$ cat config.mk
export PLATFORM = sky130hd
export DESIGN_NAME = sur_front
export DESIGN_NICKNAME = d
export VERILOG_FILES = /design/src/hdl/sound_unit_register_file_defines.svh /design/src/hdl/sur_pkg.sv /design/src/hdl/sur_front.sv
export SDC_FILE = /design/constraint.sdc
export NUM_CORES = 1
export LEC_CHECK = 0
export BUFFER_PORTS_ARGS = -buffer_cell sky130_fd_sc_hd__buf_2
export CAP_MARGIN = 20
export CORE_AREA = 2 2 39 41
export DETAILED_ROUTE_END_ITERATION = 12
export DIE_AREA = 0 0 41 43
export PLACE_DENSITY = 0.9
export SLEW_MARGIN = 20
export SYNTH_ARGS = -nofsm -noshare
export SYNTH_HDL_FRONTEND = slang
export SYNTH_SLANG_ARGS = --single-unit
$ cat constraint.sdc
create_clock -name vclk -period 2.9
set_input_delay 0.58 -clock vclk [all_inputs]
set_output_delay 0.58 -clock vclk [all_outputs]
set_load 0.05 [all_outputs]
$ cat src/hdl/sound_unit_register_file_defines.svh
// ----------------------------------------------------------------------------
// Sound unit register file assertion macros
// Shared property forms for the sound unit register file checks.
// ----------------------------------------------------------------------------
`ifndef SOUND_UNIT_REGISTER_FILE_DEFINES_SVH
`define SOUND_UNIT_REGISTER_FILE_DEFINES_SVH
`ifndef SYNTH
// Implication in the same cycle, ignored while reset is held.
`define SUR_ASSERT_IMPL(lbl, clk, rst_n, ante, cons) \
    lbl: assert property (@(posedge clk) disable iff (!rst_n) (ante) |-> (cons)) \
        else $error("sound unit register file check failed");
// Consequence in the cycle after each cycle in which reset is held.
`define SUR_ASSERT_RESET(lbl, clk, rst_n, cons) \
    lbl: assert property (@(posedge clk) (!rst_n) |=> (cons)) \
        else $error("sound unit register file reset check failed");
`else
`define SUR_ASSERT_IMPL(lbl, clk, rst_n, ante, cons)
`define SUR_ASSERT_RESET(lbl, clk, rst_n, cons)
`endif
`endif

$ cat src/hdl/sur_pkg.sv
// ----------------------------------------------------------------------------
// Sound unit register file package
// Command types, operation codes and fixed constants of the register file.
// ----------------------------------------------------------------------------
`default_nettype none

package sur_pkg;

    // Decoded register class of one access.
    typedef enum logic [3:0] {
        OP_NONE,
        OP_LVOL,
        OP_RVOL,
        OP_PITCH,
        OP_START,
        OP_ENV1,
        OP_ENV2,
        OP_LOOP,
        OP_XADDR,
        OP_PORT,
        OP_GLOBAL,
        OP_REVERB
    } t_op;

    // One decoded access as it travels from the front to the back.
    typedef struct packed {
        logic        wr;
        t_op         op;
        logic [4:0]  idx;
        logic [15:0] wdata;
    } t_cmd;

    // Execution states of the back end.
    typedef enum logic [2:0] {
        ST_IDLE,
        ST_PMUL,
        ST_DIV,
        ST_MEM,
        ST_MRD
    } t_state;

    // Global register slots inside the 0x180 window.
    localparam logic [4:0] GSlotDepthL = 5'd2;
    localparam logic [4:0] GSlotDepthR = 5'd3;
    localparam logic [4:0] GSlotIrq    = 5'd18;
    localparam logic [4:0] GSlotXaddr  = 5'd19;
    localparam logic [4:0] GSlotPort   = 5'd20;
    localparam logic [4:0] GSlotCtrl   = 5'd21;
    localparam logic [4:0] GSlotSpare  = 5'd22;
    localparam logic [4:0] GSlotStatus = 5'd23;

    // Stored global word numbers.
    localparam logic [2:0] GwDepthL = 3'd0;
    localparam logic [2:0] GwDepthR = 3'd1;
    localparam logic [2:0] GwIrq    = 3'd2;
    localparam logic [2:0] GwCtrl   = 3'd3;
    localparam logic [2:0] GwSpare  = 3'd4;
    localparam logic [2:0] GwStatus = 3'd5;
    localparam int         GwCount  = 6;

    // Voice register slots.
    localparam logic [2:0] VsLvol  = 3'd0;
    localparam logic [2:0] VsRvol  = 3'd1;
    localparam logic [2:0] VsPitch = 3'd2;
    localparam logic [2:0] VsStart = 3'd3;
    localparam logic [2:0] VsEnv1  = 3'd4;
    localparam logic [2:0] VsEnv2  = 3'd5;
    localparam logic [2:0] VsLevel = 3'd6;
    localparam logic [2:0] VsLoop  = 3'd7;

    localparam int          VoiceMax    = 24;
    localparam logic [9:0]  GlobalBase  = 10'h180;
    localparam logic [9:0]  GlobalEnd   = 10'h1b8;
    localparam logic [9:0]  ReverbBase  = 10'h1c0;
    localparam logic [9:0]  ReverbEnd   = 10'h200;
    localparam logic [15:0] StatusMask  = 16'hf800;
    localparam logic [15:0] Env2Mask    = 16'hdfff;
    localparam logic [15:0] SpareReset  = 16'h0004;
    localparam logic [13:0] PitchMax    = 14'h3fff;
    localparam logic [15:0] SampleRate  = 16'd44100;
    localparam logic [18:0] XaddrMax    = 19'h7ffff;

endpackage

`default_nettype wire

$ cat src/hdl/sur_front.sv
// ----------------------------------------------------------------------------
// Sound unit register file front end
// Decodes the byte offset of an access into a register class and index.
// ----------------------------------------------------------------------------
`default_nettype none

module sur_front #(
    parameter int VOICES       = 24,
    parameter int REVERB_WORDS = 32
) (
    input  wire logic        i_kind,
    input  wire logic [9:0]  i_offset,
    input  wire logic [15:0] i_wdata,
    output sur_pkg::t_cmd    o_cmd
);

    logic [5:0] voice;
    logic [2:0] vslot;
    logic [9:0] grel;
    logic [4:0] gslot;
    logic [4:0] ridx;

    assign voice = i_offset[9:4];
    assign vslot = i_offset[3:1];
    assign grel  = {i_offset[9:1], 1'b0} - sur_pkg::GlobalBase;
    assign gslot = grel[5:1];
    assign ridx  = i_offset[5:1];

    // Classify the access by address range, then by slot.
    always_comb begin
        o_cmd.wr    = i_kind;
        o_cmd.wdata = i_wdata;
        o_cmd.op    = sur_pkg::OP_NONE;
        o_cmd.idx   = 5'd0;
        if (voice < 6'(sur_pkg::VoiceMax)) begin
            o_cmd.idx = voice[4:0];
            if (voice < 6'(VOICES)) begin
                unique case (vslot)
                    sur_pkg::VsLvol:  o_cmd.op = sur_pkg::OP_LVOL;
                    sur_pkg::VsRvol:  o_cmd.op = sur_pkg::OP_RVOL;
                    sur_pkg::VsPitch: o_cmd.op = sur_pkg::OP_PITCH;
                    sur_pkg::VsStart: o_cmd.op = sur_pkg::OP_START;
                    sur_pkg::VsEnv1:  o_cmd.op = sur_pkg::OP_ENV1;
                    sur_pkg::VsEnv2:  o_cmd.op = sur_pkg::OP_ENV2;
                    sur_pkg::VsLevel: o_cmd.op = sur_pkg::OP_NONE;
                    sur_pkg::VsLoop:  o_cmd.op = sur_pkg::OP_LOOP;
                    default:          o_cmd.op = sur_pkg::OP_NONE;
                endcase
            end
        end else if (i_offset >= sur_pkg::GlobalBase && i_offset < sur_pkg::GlobalEnd) begin
            unique case (gslot)
                sur_pkg::GSlotXaddr: o_cmd.op = sur_pkg::OP_XADDR;
                sur_pkg::GSlotPort:  o_cmd.op = sur_pkg::OP_PORT;
                sur_pkg::GSlotDepthL: begin
                    o_cmd.op  = sur_pkg::OP_GLOBAL;
                    o_cmd.idx = {2'b00, sur_pkg::GwDepthL};
                end
                sur_pkg::GSlotDepthR: begin
                    o_cmd.op  = sur_pkg::OP_GLOBAL;
                    o_cmd.idx = {2'b00, sur_pkg::GwDepthR};
                end
                sur_pkg::GSlotIrq: begin
                    o_cmd.op  = sur_pkg::OP_GLOBAL;
                    o_cmd.idx = {2'b00, sur_pkg::GwIrq};
                end
                sur_pkg::GSlotCtrl: begin
                    o_cmd.op  = sur_pkg::OP_GLOBAL;
                    o_cmd.idx = {2'b00, sur_pkg::GwCtrl};
                end
                sur_pkg::GSlotSpare: begin
                    o_cmd.op  = sur_pkg::OP_GLOBAL;
                    o_cmd.idx = {2'b00, sur_pkg::GwSpare};
                end
                sur_pkg::GSlotStatus: begin
                    o_cmd.op  = sur_pkg::OP_GLOBAL;
                    o_cmd.idx = {2'b00, sur_pkg::GwStatus};
                end
                default: o_cmd.op = sur_pkg::OP_NONE;
            endcase
        end else if (i_offset >= sur_pkg::ReverbBase && i_offset < sur_pkg::ReverbEnd) begin
            if (6'(ridx) < 6'(REVERB_WORDS)) begin
                o_cmd.op  = sur_pkg::OP_REVERB;
                o_cmd.idx = ridx;
            end
        end
    end

endmodule

`default_nettype wire

# ---- After elaboration in Yosys (flattened, before gate mapping)
# Memory sizes are Yosys's and may differ from the RTL's.
# Cells that the tools add are included.
# Widths: inputs -> output; s select.
dict set report totals {
  elab_cells 23
  in_bits 27
  memories 1
  romBits 24
  output_inout_bits 26
  ff_bits 0
}
# memory words word_bits rd rd_clocked_by_memory_dff wr line_no
set mem_list {}
lappend mem_list {{(name not given)} 8 3 1 0 0 sur_front.sv:38} ;# unique case (vslot)
dict set report classes {
  n_reduce_logical 3
  order_cmp 5
  n_eq_ne 8
  n_addsub 1
  mux 5
}
# op count
set op_table {}
lappend op_table {{$eq 5x5->1 const B} 6}
lappend op_table {{$mux 9} 3}
lappend op_table {{$ge 10x9->1 const B} 2}
lappend op_table {{$pmux 3 s5} 1}
lappend op_table {{$pmux 4 s3} 1}
lappend op_table {{$eq 5x2->1 const B} 2}
lappend op_table {{$lt 10x10->1 const B} 1}
lappend op_table {{$lt 10x9->1 const B} 1}
lappend op_table {{$lt 6x5->1 const B} 1}
lappend op_table {{$reduce_or 6->1} 1}
lappend op_table {{$sub 6x1->6 const B} 1}
lappend op_table {{$logic_and 1x1->1} 2}

# ---- Depth between registers and ports, before layout
dict set report depth {
  word_depth 6
  ltp_mapped 5
  depth_no_buf 5
}

# ---- Worst setup path after synthesis
# No wires, ideal clock.
dict set report synth_path {
  path_type {input -> output}
  from {input i_offset[1]}
  to {output o_cmd[21] (netlist bit)}
  t_arrival_ps 2332
  setup_slack_ps -12
  required_time_ps 2320
  path_buffers 0
  stages 5
  cell_sequence {inv_1 > ha_1 > mux2i_1 > nor2_1 > a311oi_1}
}
# element line_no
set synth_rtl {}
lappend synth_rtl {{start, declared} sur_front.sv:12} ;# input wire logic [9:0] i_offset,
lappend synth_rtl {{end, declared} sur_front.sv:14} ;# output sur_pkg::t_cmd o_cmd

==> summary.txt <==
Yosys
  • Area contributors post-synth: buf_4 26%, ha_1 10%, mux2i_1 8.1%, o31a_1 5.3%, nand2b_1 5.1%
  • Synth area leader: buf_4
  • Cell variety after synth: 28
  • Area of the mapped netlist: 495 um2
  • Warnings from Yosys: 0
  • Synthesized instance count: 69
  • Mapped Nets: 100
  • Syn_area_per_cell: 7.18 um2
  • Yosys top cell area share: 25.8%
  • Register area share after synthesis: 0%

Timing
  • Final setup viols: 0
  • Final Max Slew Viols: 0
  • Worst Tran Pin Value: 0.332 ns
  • Tmin final: 2.52 ns
  • Final period util: 87.1%
  • Setup Total Neg Slack: 0 ns
  • Final Hold Viols: 0
  • Fmax: 396 MHz
  • Final WS setup: 0.375 ns
  • RSZ-0062 raised after global routing: false
  • Slew margin rel.: 77.8%

Pwr
  • Overall power: 0.0886 mW
  • Power Dens Cells: 192 nW/um2
  • Peak supply drop: 0.0000516 V
  • Leakage: 0.226 nW

Final layout
  • Register area: 0 um2
  • Layout cells sized above 1: 33.3%
  • FF+latch count: 0
  • Non-filler cells, final: 82
  • Fillers: 156
  • # clk buffers: 0
  • Fin nets: 99
  • Layout area overhead: -7.07%
  • N_diodes: 0

Drt
  • Total wire length: 1.04 mm
  • 1st-pass router iterations: 4
  • DRT iter0 DRCs: 11
  • DR vias/cell: 5.40
  • WL per Instance: 12.6 um
  • DRC: 0
  • Post-DRT Antenna Nets: 0
  • Vias: 443

Setup path
  • Crit path max fanout: 7
  • Critical setup path kind: primary input to output port
  • Crit. End Element: output port
  • WP data required: 2.32 ns
  • Critical Path AT: 1.94 ns
  • Critical Path Source Type: primary input

Floorplanning
  • Core Area: 1380 um2
  • I/O pin count: 53
  • DIE AREA: 1760 um2
  • Starting Density: 35.8%
  • # rows: 14
  • Die height: 43 um
  • Die X: 41 um

Clock network
  • Hold_buf cts: 0
  • CTS resizes: 0
  • Post-CTS Setup Bufs: 0

GRT
  • Initial antenna violation count: 0
  • Met1 Use GR: 13.9%
  • GRT Max-Usage Layer: met2
  • M3 GR Usage: 1.05%
  • Total track usage: 11.8%
  • First-pass GRT wire length: 1.56 mm
  • Maximum number of pins on one net before global-route repair: 12
  • Total grt overflow: 0
  • GR met2 Demand/Resource: 21.9%
  • Vias in the first global route: 411

Place
  • GPL Wtd Cong: 0.860
  • DP Worst Slack: 0.381 ns
  • Detailed placer's ending HPWL: 852 um
  • Placed cell count: 82
  • PortBufs: 18

Run
  • Max-cap violations: 0

Status
  • Status: finished, final reports clean

Min path
  • Hold Crit Class: primary input to output port
-- critical path, cell delays in order --
cell       delay [ns]
buf_2            0.15
inv_1            0.09
ha_1             0.20
nor2_1           0.08
a2111oi_2        0.41
o31a_1           0.18
buf_2            0.26
-- cell usage in the layout (no fill, tap or decap), types with 2 or more instances in the layout --
cell	n
nand2_1	4
ha_1	4
nor3_1	2
a21oi_1	3
buf_2	18
a31oi_1	2
o31a_1	3
nand2b_1	4
inv_1	3
mux2i_1	4
nor2_1	5
-- per-layer routing --
layer / vias up / part of all wire, %
li1: 215 / -
met1: 210 / 42
met2: 18 / 48
met3: 0 / 9.6
met4: 0 / 0
met5: - / 0
-- path summary, 6_finish.rpt --
kind                     from   endpoint  slack, ns  cells after the start
setup / recovery  i_offset[1]  o_cmd[24]       0.38                      7
hold / removal     i_wdata[0]   o_cmd[0]       1.16                      0
-- power by group --
part / switching (mW) / internal, mW
logic: 0.0608 / 0.0278
registers: 0 / 0
clock network: 0 / 0
-- synthesized netlist by cell type --
cell type	number
buf_4	17
nor2_1	5
ha_1	4
mux2i_1	4
nand2_1	4
nand2b_1	4
a21oi_1	3
inv_1	3
o31a_1	3
a31oi_1	2
clkbuf_1	2
nor3_1	2
a2111oi_2	1
a211o_1	1
a22oi_1	1
a311oi_1	1
and2_1	1
buf_2	1
buf_6	1
nand2_4	1
nand3_1	1
nand4b_1	1
nor2b_1	1
nor3b_1	1
nor3b_2	1
o21bai_1	1
or3_1	1
xnor2_1	1
-- stage by stage --
step / util, % / area (um2) / hold WS [ns]
4_1_cts: 33.3 / 460 / 1.16
3_3_place_gp: 33.3 / 460 / 1.16
3_5_place_dp: 33.3 / 460 / 1.16
6_report: 33.3 / 460 / 1.16
5_1_grt: 33.3 / 460 / 1.16
2_1_floorplan: - / 502 / 1.33
-- cells by family (layout without fill, tap and decap cells) --
| logic type | Yosys count | count (layout) | synth area share (%) |
|---|---|---|---|
| XOR/XNOR | 1 | 1 | 1.77 |
| buffers and inverters | 24 | 21 | 32.8 |
| multiplexers | 4 | 4 | 8.08 |
| AO/OA/AOI/OAI | 13 | 13 | 20.5 |
| AND/OR/NAND/NOR | 23 | 23 | 26.8 |
| adder cells (fa/ha/maj) | 4 | 4 | 10.1 |
-- cell type report --
| class | count | area, um2 | share of cell area (%) |
|---|---|---|---|
| multi-input combinational | 45 | 339 | 73.6 |
| timing repair buffer | 18 | 90.1 | 19.6 |
| tap | 16 | 20.0 | 4.35 |
| inverter | 3 | 11.3 | 2.45 |
Power figures use the tool's default switching activity.
