<file path="config.mk">
export PLATFORM = sky130hd
export DESIGN_NAME = sur_fifo
export DESIGN_NICKNAME = d
export VERILOG_FILES = /design/src/hdl/sound_unit_register_file_defines.svh /design/src/hdl/sur_pkg.sv /design/src/hdl/sur_fifo.sv
export SDC_FILE = /design/constraint.sdc
export NUM_CORES = 1
export LEC_CHECK = 0
export BUFFER_PORTS_ARGS = -buffer_cell sky130_fd_sc_hd__clkbuf_2
export CAP_MARGIN = 40
export CORE_MARGIN = 3
export CORE_UTILIZATION = 46
export CTS_BUF_LIST = sky130_fd_sc_hd__clkbuf_16
export CTS_CLUSTER_SIZE = 25
export DETAILED_ROUTE_END_ITERATION = 8
export PLACE_DENSITY = 0.86
export SLEW_MARGIN = 20
export SYNTH_ARGS = -nofsm -noshare
export SYNTH_HDL_FRONTEND = slang
export SYNTH_SLANG_ARGS = --single-unit
export TNS_END_PERCENT = 50
</file>
<file path="constraint.sdc">
create_clock -name i_clk -period 2 [get_ports i_clk]
set_clock_uncertainty 0.05 [all_clocks]
set_input_delay 0 -clock i_clk [delete_from_list [all_inputs] [get_ports i_clk]]
set_output_delay 0 -clock i_clk [all_outputs]
set_load 0.02 [all_outputs]
</file>
<file path="src/hdl/sound_unit_register_file_defines.svh">
// ----------------------------------------------------------------------------
// Sound unit register file assertion macros
// Shared property forms for the sound unit register file checks.
// ----------------------------------------------------------------------------
`ifndef SOUND_UNIT_REGISTER_FILE_DEFINES_SVH
`define SOUND_UNIT_REGISTER_FILE_DEFINES_SVH
`ifndef SYNTH
// Implication in the same cycle, ignored while reset is held.
`define SUR_ASSERT_IMPL(lbl, clk, rst_n, ante, cons) \
    lbl: assert property (@(posedge clk) disable iff (!rst_n) (ante) |-> (cons)) \
        else $error("sound unit register file check failed");
// Consequence in the cycle after each cycle in which reset is held.
`define SUR_ASSERT_RESET(lbl, clk, rst_n, cons) \
    lbl: assert property (@(posedge clk) (!rst_n) |=> (cons)) \
        else $error("sound unit register file reset check failed");
`else
`define SUR_ASSERT_IMPL(lbl, clk, rst_n, ante, cons)
`define SUR_ASSERT_RESET(lbl, clk, rst_n, cons)
`endif
`endif

</file>
<file path="src/hdl/sur_pkg.sv">
// ----------------------------------------------------------------------------
// Sound unit register file package
// Command types, operation codes and fixed constants of the register file.
// ----------------------------------------------------------------------------
`default_nettype none

package sur_pkg;

    // Decoded register class of one access.
    typedef enum logic [3:0] {
        OP_NONE,
        OP_LVOL,
        OP_RVOL,
        OP_PITCH,
        OP_START,
        OP_ENV1,
        OP_ENV2,
        OP_LOOP,
        OP_XADDR,
        OP_PORT,
        OP_GLOBAL,
        OP_REVERB
    } t_op;

    // One decoded access as it travels from the front to the back.
    typedef struct packed {
        logic        wr;
        t_op         op;
        logic [4:0]  idx;
        logic [15:0] wdata;
    } t_cmd;

    // Execution states of the back end.
    typedef enum logic [2:0] {
        ST_IDLE,
        ST_PMUL,
        ST_DIV,
        ST_MEM,
        ST_MRD
    } t_state;

    // Global register slots inside the 0x180 window.
    localparam logic [4:0] GSlotDepthL = 5'd2;
    localparam logic [4:0] GSlotDepthR = 5'd3;
    localparam logic [4:0] GSlotIrq    = 5'd18;
    localparam logic [4:0] GSlotXaddr  = 5'd19;
    localparam logic [4:0] GSlotPort   = 5'd20;
    localparam logic [4:0] GSlotCtrl   = 5'd21;
    localparam logic [4:0] GSlotSpare  = 5'd22;
    localparam logic [4:0] GSlotStatus = 5'd23;

    // Stored global word numbers.
    localparam logic [2:0] GwDepthL = 3'd0;
    localparam logic [2:0] GwDepthR = 3'd1;
    localparam logic [2:0] GwIrq    = 3'd2;
    localparam logic [2:0] GwCtrl   = 3'd3;
    localparam logic [2:0] GwSpare  = 3'd4;
    localparam logic [2:0] GwStatus = 3'd5;
    localparam int         GwCount  = 6;

    // Voice register slots.
    localparam logic [2:0] VsLvol  = 3'd0;
    localparam logic [2:0] VsRvol  = 3'd1;
    localparam logic [2:0] VsPitch = 3'd2;
    localparam logic [2:0] VsStart = 3'd3;
    localparam logic [2:0] VsEnv1  = 3'd4;
    localparam logic [2:0] VsEnv2  = 3'd5;
    localparam logic [2:0] VsLevel = 3'd6;
    localparam logic [2:0] VsLoop  = 3'd7;

    localparam int          VoiceMax    = 24;
    localparam logic [9:0]  GlobalBase  = 10'h180;
    localparam logic [9:0]  GlobalEnd   = 10'h1b8;
    localparam logic [9:0]  ReverbBase  = 10'h1c0;
    localparam logic [9:0]  ReverbEnd   = 10'h200;
    localparam logic [15:0] StatusMask  = 16'hf800;
    localparam logic [15:0] Env2Mask    = 16'hdfff;
    localparam logic [15:0] SpareReset  = 16'h0004;
    localparam logic [13:0] PitchMax    = 14'h3fff;
    localparam logic [15:0] SampleRate  = 16'd44100;
    localparam logic [18:0] XaddrMax    = 19'h7ffff;

endpackage

`default_nettype wire

</file>
<file path="src/hdl/sur_fifo.sv">
// ----------------------------------------------------------------------------
// Sound unit register file command queue
// Two-entry queue of decoded commands between the front and the back.
// ----------------------------------------------------------------------------
`default_nettype none

module sur_fifo (
    input  wire logic          i_clk,
    input  wire logic          i_rst_n,
    input  wire logic          i_push,
    input  sur_pkg::t_cmd      i_cmd,
    output logic               o_full,
    input  wire logic          i_pop,
    output logic               o_valid,
    output sur_pkg::t_cmd      o_cmd
);

    sur_pkg::t_cmd r_mem [2];
    logic          r_wp;
    logic          r_rp;
    logic [1:0]    r_cnt;
    logic          do_push;
    logic          do_pop;

    assign o_full  = (r_cnt == 2'd2);
    assign o_valid = (r_cnt != 2'd0);
    assign o_cmd   = r_mem[r_rp];
    assign do_push = i_push && !o_full;
    assign do_pop  = i_pop && o_valid;

    // Pointers and fill level.
    always_ff @(posedge i_clk) begin
        if (!i_rst_n) begin
            r_wp  <= 1'b0;
            r_rp  <= 1'b0;
            r_cnt <= 2'd0;
        end else begin
            if (do_push) r_wp <= !r_wp;
            if (do_pop)  r_rp <= !r_rp;
            r_cnt <= r_cnt + 2'(do_push) - 2'(do_pop);
        end
    end

    // Entry storage.
    always_ff @(posedge i_clk) begin
        if (do_push) r_mem[r_wp] <= i_cmd;
    end

endmodule

`default_nettype wire

</file>
# ---- Word level (Yosys, flattened, before mapping)
# Memory sizes are Yosys's and may differ from the RTL's. A register that Yosys moved wholly into a read port is not among the register bits.
# Cells that the tools add are included.
dict set report word_totals {
  ff_bits 4
  wordCells 17
  mem_count 1
  mem_bits_rw 52
}
# memory depth width read_ports rd_clocked_by_memory_dff wr line_no
set memory_table {}
lappend memory_table {r_mem 2 26 1 1 1 sur_fifo.sv:18} ;# sur_pkg::t_cmd r_mem [2];
dict set report classes {
  n_addsub 2
  n_eq_ne 1
  mux 4
  n_reduce_logical 6
}
# op n
set ops {}
lappend ops {{$mux 1} 4}
lappend ops {{$logic_not 1->1} 3}
lappend ops {{$add 2x1->2} 1}
lappend ops {{$eq 2x2->1 const B} 1}
lappend ops {{$logic_and 1x1->1} 2}
lappend ops {{$reduce_bool 2->1} 1}
lappend ops {{$sub 2x1->2} 1}

# ---- Logic depth before layout (Yosys ltp)
# Gate-level depths: netlist of the first run.
dict set report logic_depth {
  word_depth 5
  depth_mapped 8
}

# ---- Worst setup path after synthesis of the first run
# Ideal clock, no wire load.
dict set report synth_path {
  kind {register -> register}
  start {reg r_cnt[0]}
  end {mem r_mem[0][0] in the netlist's numbering (enable)}
  arrival_ns 1.687
  setup_time_ns 0.409
  stages_incl_launch_ff 4
  path_slack_ns -0.146
  synth_period_minus_slack_ns 2.146
  cell_sequence {dfxtp_1 -> nand2b_1 -> nand2_1 -> nor2_1}
}
dict set report synth_via {
  elab_chain_len 5
}
# element line_no
set synth_rtl {}
lappend synth_rtl {{start: declaration} sur_fifo.sv:21} ;# logic [1:0] r_cnt;
lappend synth_rtl {{start signal: assignment} sur_fifo.sv:40} ;# r_cnt <= r_cnt + 2'(do_push) - 2'(do_pop);
lappend synth_rtl {{$eq 2x2->1} sur_fifo.sv:25} ;# assign o_full = (r_cnt == 2'd2);
lappend synth_rtl {{$logic_not 1->1} sur_fifo.sv:28} ;# assign do_push = i_push && !o_full;
lappend synth_rtl {{$logic_and 1x1->1} sur_fifo.sv:28}
lappend synth_rtl {{$mux 1} sur_fifo.sv:46} ;# if (do_push) r_mem[r_wp] <= i_cmd;
lappend synth_rtl {{$mux 1 (not written as such)} sur_fifo.sv:46}
lappend synth_rtl {{end: declaration} sur_fifo.sv:18}
# No other way between the ends.

# ---- Worst setup path in the final report of the first run
dict set report layout_path {
  start {reg r_cnt[0]}
  end {reg r_cnt[1]}
}
dict set report layout_via {
  elab_chain_len 5
  elab_cells_between_ends 7
  cone_classes {add/sub: 2; eq/ne: 1; reduce/logical: 4}
}
# element line_no
set layout_rtl {}
lappend layout_rtl {{$eq 2x2->1} sur_fifo.sv:25}
lappend layout_rtl {{$logic_not 1->1} sur_fifo.sv:28}
lappend layout_rtl {{$logic_and 1x1->1} sur_fifo.sv:28}
lappend layout_rtl {{$add 2x1->2} sur_fifo.sv:40}
lappend layout_rtl {{$sub 2x1->2 (*)} sur_fifo.sv:40}
# Every way passes the cells marked *; elsewhere a longest branch is shown, timed or not.
# A chain may end at the register's enable or synchronous reset.

==> flow_summary.json, run 1 <==
{
  "outcome": "finished, final reports clean",
  "synth.cell_area_um2": 2210,
  "syn_area_per_cell_um2": 20.7,
  "drc": 0,
  "place_hpwl_um": 2660,
  "maxSlewHeadroom_pct": 70.9,
  "wl_um": 3890,
  "pre_cts_slack_ns": 0.276,
  "setup_viol": 0,
  "cts_root_buffer": "clkbuf_16",
  "synth_seq_area_share_pct": 75.0,
  "port_buffers": 57,
  "diodes": 0,
  "grt_pass1_vias": 1304,
  "powerDensity_nw_per_um2": 1300,
  "final_common_cell": "clkbuf_2",
  "fp.dieH_um": 75.4,
  "tns_ns": 0,
  "rsz0062_at_grt": "false",
  "clkTransAtPathRegs_ns": 0.05,
  "maxCapViolations": 0,
  "fmax_mhz": 575,
  "track_usage_pct": 15.5,
  "tightest_slew_ns": 0.436,
  "insertion_delay_ns": 0.31,
  "slew_viol_final": 0,
  "arrival_ns": 1.90,
  "ant_nets": 0,
  "finalCriticalPeriod_ns": 1.74,
  "grt_max_degree": 27,
  "core_area_um2": 4500,
  "crit_required_ns": 2.16,
  "post_cts_buffers": 0,
  "synth.distinct_cells": 18,
  "grt_overflow": 0,
  "finalCritPeriodShare_pct": 87.0,
  "via_per_inst": 4.71,
  "synth_nets": 139,
  "initial_core_util_pct": 49.2,
  "grt_antenna_before_repair": 0,
  "h-tree-depth": 3,
  "cts_made_buffers": 9,
  "hold_viol_final": 0,
  "synth_seq_cells": 57,
  "cts_buffer_depth": 2,
  "drt_pass1_iterations": 4,
  "post_cts_resized": 0,
  "cts_hold_buf": 27,
  "die_w_um": 75.4,
  "drtIter0Drc": 52,
  "drive_gt1_share_pct": 48.3,
  "final_cell_mix": "clkbuf_2, edfxtp_1, dlygate4sd3_1, mux2_4, clkbuf_16",
  "start_kind": "register",
  "cts_tree": "yes",
  "cp-end-kind": "register",
  "fin_nets": 236,
  "hp-class": "in2reg",
  "area_growth_pct": 40.1,
  "netlist_instances": 107,
  "cp_max_fo": 4,
  "peakVddDrop_uv": 843,
  "yosysWarnings": 0,
  "fp-row-count": 24,
  "gp_congestion": 0.654,
  "vias": 1230,
  "avgRoutedWirePerCell_um": 14.9,
  "critical_path_class": "reg2reg",
  "grt_pass1_wl_um": 5970,
  "nFillCells": 299,
  "power.leakage_nw": 1.30,
  "regArea_um2": 1660,
  "die-area_um2": 5680,
  "fin_ws_ns": 0.261,
  "cts_sinks": 57,
  "multi_input_area_um2": 493,
  "num_io_pins": 58
}
## where the power goes
group	switching, mW	internal [mW]
registers	0.0584	1.51
logic	0.596	0.506
clock network	0.449	0.933
## layout make-up
| type | instances | area share, % |
|---|---|---|
| Sequential cell | 57 | 53.5 |
| Tap cell | 52 | 2.10 |
| Clock buffer | 9 | 7.26 |
| Inverter | 3 | 0.363 |
| Timing Repair Buffer | 89 | 19.1 |
| Clock inverter | 7 | 1.73 |
| Multi-Input combinational cell | 44 | 15.9 |
## stage by stage
| stage | area (µm²) | util [%] | power [mW] | std cells | hold slack [ns] |
|---|---|---|---|---|---|
| 2_1_floorplan | 2220 | - | 2.40 | 107 | 0.0489 |
| 3_3_place_gp | 2550 | 56.7 | 2.61 | 218 | 0.140 |
| 3_5_place_dp | 2550 | 56.7 | 2.66 | 218 | 0.145 |
| 4_1_cts | 3100 | 68.9 | 4.11 | 261 | 0.00335 |
| 5_1_grt | 3100 | 68.9 | 4.26 | 261 | 0.0160 |
| 6_report | 3100 | 68.9 | 4.05 | 261 | 0.0107 |
## state kept, by name (all words and copies together) (netlist names), named ones only
signal	count
r_cnt	2
r_wp	1
r_mem	52
r_rp	1
## critical path, stage by stage, from the launching register on
cell and delay (ns):
dfxtp_1 0.37, nand2b_1 0.17, nand2_1 0.13, ha_1 0.30, inv_1 0.06, ha_1 0.15, xor2_1 0.20, xnor2_1 0.15
nor2_1 0.05
## metal layers
layer / up-vias / wire [µm] / part of all wire, % / global-route usage (%)
li1: 599 / - / - / -
met1: 581 / 1550 / 40 / 14.7
met2: 41 / 2090 / 54 / 27.5
met3: 9 / 151 / 3.9 / 5.54
met4: 0 / 100 / 2.6 / 11.1
met5: - / 0 / 0 / 0
## synth_stat cells
cell type / n / area share [%]
and2_1: 1 / 0.28
and3_1: 1 / 0.28
buf_12: 2 / 1.8
buf_6: 1 / 0.51
dfxtp_1: 5 / 4.5
edfxtp_1: 52 / 71
ha_1: 2 / 1.1
inv_1: 3 / 0.51
mux2_2: 6 / 3.1
mux2_4: 20 / 14
mux2i_1: 1 / 0.45
nand2_1: 2 / 0.34
nand2b_1: 2 / 0.56
nor2_1: 4 / 0.68
o21a_1: 1 / 0.34
or2_2: 1 / 0.28
xnor2_1: 2 / 0.79
xor2_1: 1 / 0.40
## worst paths after layout
kind,from,to,slack [ns],cells after the start
max,r_cnt[0],r_cnt[1],0.26,8
min,i_push,r_wp,0.01,3
max reg2reg,r_cnt[0],r_cnt[1],0.26,8
min reg2reg,r_wp,r_wp,0.48,2
## logic make-up (layout without fill, tap and decap cells)
group           after synthesis  in the layout  share of synthesized area [%]
compound gates                1              1                          0.339
buf+inv                       6            108                           2.82
mux                          27             27                           17.1
simple gates                 11             11                           2.43
flops                        57             57                           75.0
xor+xnor                      3              3                           1.19
fa+ha+maj                     2              2                           1.13
No activity file was read; power rests on OpenSTA's default activity.
==> run 2, diff against run 1 <==
--- a/config.mk
+++ b/config.mk
@@ -12,6 +12,7 @@
 export CTS_BUF_LIST = sky130_fd_sc_hd__clkbuf_16
 export CTS_CLUSTER_SIZE = 25
 export DETAILED_ROUTE_END_ITERATION = 8
+export MAX_ROUTING_LAYER = met4
 export PLACE_DENSITY = 0.86
 export SLEW_MARGIN = 20
 export SYNTH_ARGS = -nofsm -noshare
==> run 2 against run 1 <==
  * Design area is the same
  * Global-route usage is 0.46 points higher
  * Worst setup slack worse by 0.00054 ns
  * Fmax about the same
  * Power is essentially flat
  * Sequential cell count unchanged
  * Non-clock buffer count is the same
  * Register-to-register slack is essentially flat
==> flow_summary.json, run 2 (synthesis results as in run 1) <==
{
  "diodes": 0,
  "powerDensity_nw_per_um2": 1300,
  "die_w_um": 75.4,
  "fp.dieH_um": 75.4,
  "num_io_pins": 58,
  "insertion_delay_ns": 0.31,
  "outcome": "finished, final reports clean",
  "min_from": "i_push",
  "tns_ns": 0,
  "hp-class": "in2reg",
  "grt_pass1_vias": 1308,
  "final_common_cell": "clkbuf_2",
  "largest-register": "r_mem",
  "start_kind": "register",
  "path_cells": "nand2b_1 -> nand2_1 -> ha_1 -> inv_1 -> ha_1 -> xor2_1 -> xnor2_1 -> nor2_1",
  "finalCriticalPeriod_ns": 1.74,
  "cts_buffer_depth": 2,
  "post_cts_resized": 0,
  "avgRoutedWirePerCell_um": 14.9,
  "hold_viol_final": 0,
  "place_hpwl_um": 2660,
  "final_cell_mix": "clkbuf_2, edfxtp_1, dlygate4sd3_1, mux2_4, clkbuf_16",
  "drtIter0Drc": 52,
  "gp_congestion": 0.660,
  "maxSlewHeadroom_pct": 70.9,
  "via_per_inst": 4.71,
  "grt_antenna_before_repair": 0,
  "worst_path_most_repeated_cell": "ha_1",
  "worst_path_max_delay_cell": "dfxtp_1",
  "largest_reg_flops": 52,
  "drive_gt1_share_pct": 48.3,
  "ant_nets": 0,
  "pre_cts_slack_ns": 0.276,
  "clkTransAtPathRegs_ns": 0.05,
  "power.leakage_nw": 1.30,
  "die-area_um2": 5680,
  "crit_required_ns": 2.16,
  "fp-row-count": 24,
  "r2r_start": "r_cnt[0]",
  "crit_family": "adder cells",
  "area_growth_pct": 40.1,
  "slew_viol_final": 0,
  "fin_ws_ns": 0.260,
  "maxCapViolations": 0,
  "reg_top3": "r_mem (52), r_cnt (2)",
  "cp-end-kind": "register",
  "peakVddDrop_uv": 844,
  "drc": 0,
  "fmax_mhz": 575,
  "grt_overflow": 0,
  "wl_um": 3890,
  "cts_tree": "yes",
  "setup_viol": 0,
  "cts_sinks": 57,
  "rr_endpoint": "r_cnt[1]",
  "cts_root_buffer": "clkbuf_16",
  "h-tree-depth": 3,
  "min_to": "r_wp",
  "track_usage_pct": 16.0,
  "whs_path_depth": 3,
  "port_buffers": 57,
  "crit_buf_inv": 1,
  "fin_nets": 236,
  "arrival_ns": 1.90,
  "cts_made_buffers": 9,
  "cp_max_fo": 4,
  "reg2reg_slack_ns": 0.26,
  "initial_core_util_pct": 49.2,
  "vias": 1230,
  "slowest_delay_ns": 0.37,
  "tightest_slew_ns": 0.436,
  "core_area_um2": 4500,
  "rsz0062_at_grt": "false",
  "r2r_cells": 8,
  "nFillCells": 299,
  "grt_pass1_wl_um": 5960,
  "finalCritPeriodShare_pct": 87.0,
  "drt_pass1_iterations": 4,
  "grt_max_degree": 27,
  "critical_path_class": "reg2reg"
}
run 2: cell counts in the layout (fill, tap and decap cells not counted):
No cell type changed its count.
run 2: how the worst max path moves through the flow:
stage	from	end	slack, ns	depth (start not counted)
2_1_floorplan	r_cnt[0]	r_mem[0][0]	0.28	3
3_3_place_gp	r_cnt[0]	r_cnt[1]	0.44	8
3_5_place_dp	r_cnt[0]	r_cnt[1]	0.28	8
4_1_cts	r_cnt[0]	r_cnt[1]	0.26	8
5_1_grt	r_cnt[0]	r_cnt[1]	0.13	8
6_report	r_cnt[0]	r_cnt[1]	0.26	8
run 2: per-stage QoR:
step	std cells	power (mW)	hold slack, ns	area [µm²]	util, %
2_1_floorplan	107	2.40	0.0489	2220	-
3_3_place_gp	218	2.61	0.140	2550	56.7
3_5_place_dp	218	2.66	0.145	2550	56.7
4_1_cts	261	4.11	0.00335	3100	68.9
5_1_grt	261	4.26	0.0160	3100	68.9
6_report	261	4.05	0.0105	3100	68.9
run 2: area by class of cell:
cell class	instances	area (µm²)	share of cell area, %
Clock buffer	9	225	7.26
Clock inverter	7	53.8	1.73
Inverter	3	11.3	0.363
Multi-Input combinational cell	44	493	15.9
Sequential cell	57	1660	53.5
Tap cell	52	65.1	2.10
Timing Repair Buffer	89	593	19.1
run 2: repair_timing:
action | in CTS | in global routing
setup buffers | 0 | 0
hold endpoints to repair | 57 | 0
hold buffers | 27 | 0
run 2: power breakdown:
group	switching, mW	internal, mW
combinational	0.596	0.506
clock	0.449	0.933
sequential	0.0585	1.51
total	1.10	2.94
run 2: worst register-to-register path, delay by kind of cell, from the launching register on:
kind	cells	cell delay [ns]
XOR/XNOR	2	0.35
adder cells (fa/ha/maj)	2	0.45
buffers and inverters	1	0.06
flip-flops	1	0.37
AND/OR/NAND/NOR	3	0.35
run 2: per-layer routing:
| layer | part of all wire (%) | up-vias | global-route usage, % |
|---|---|---|---|
| met5 | 0 | - | - |
| met4 | 2.6 | 0 | 11.1 |
| met3 | 3.9 | 9 | 5.54 |
| met2 | 54 | 41 | 27.3 |
| met1 | 40 | 581 | 14.8 |
| li1 | - | 599 | - |
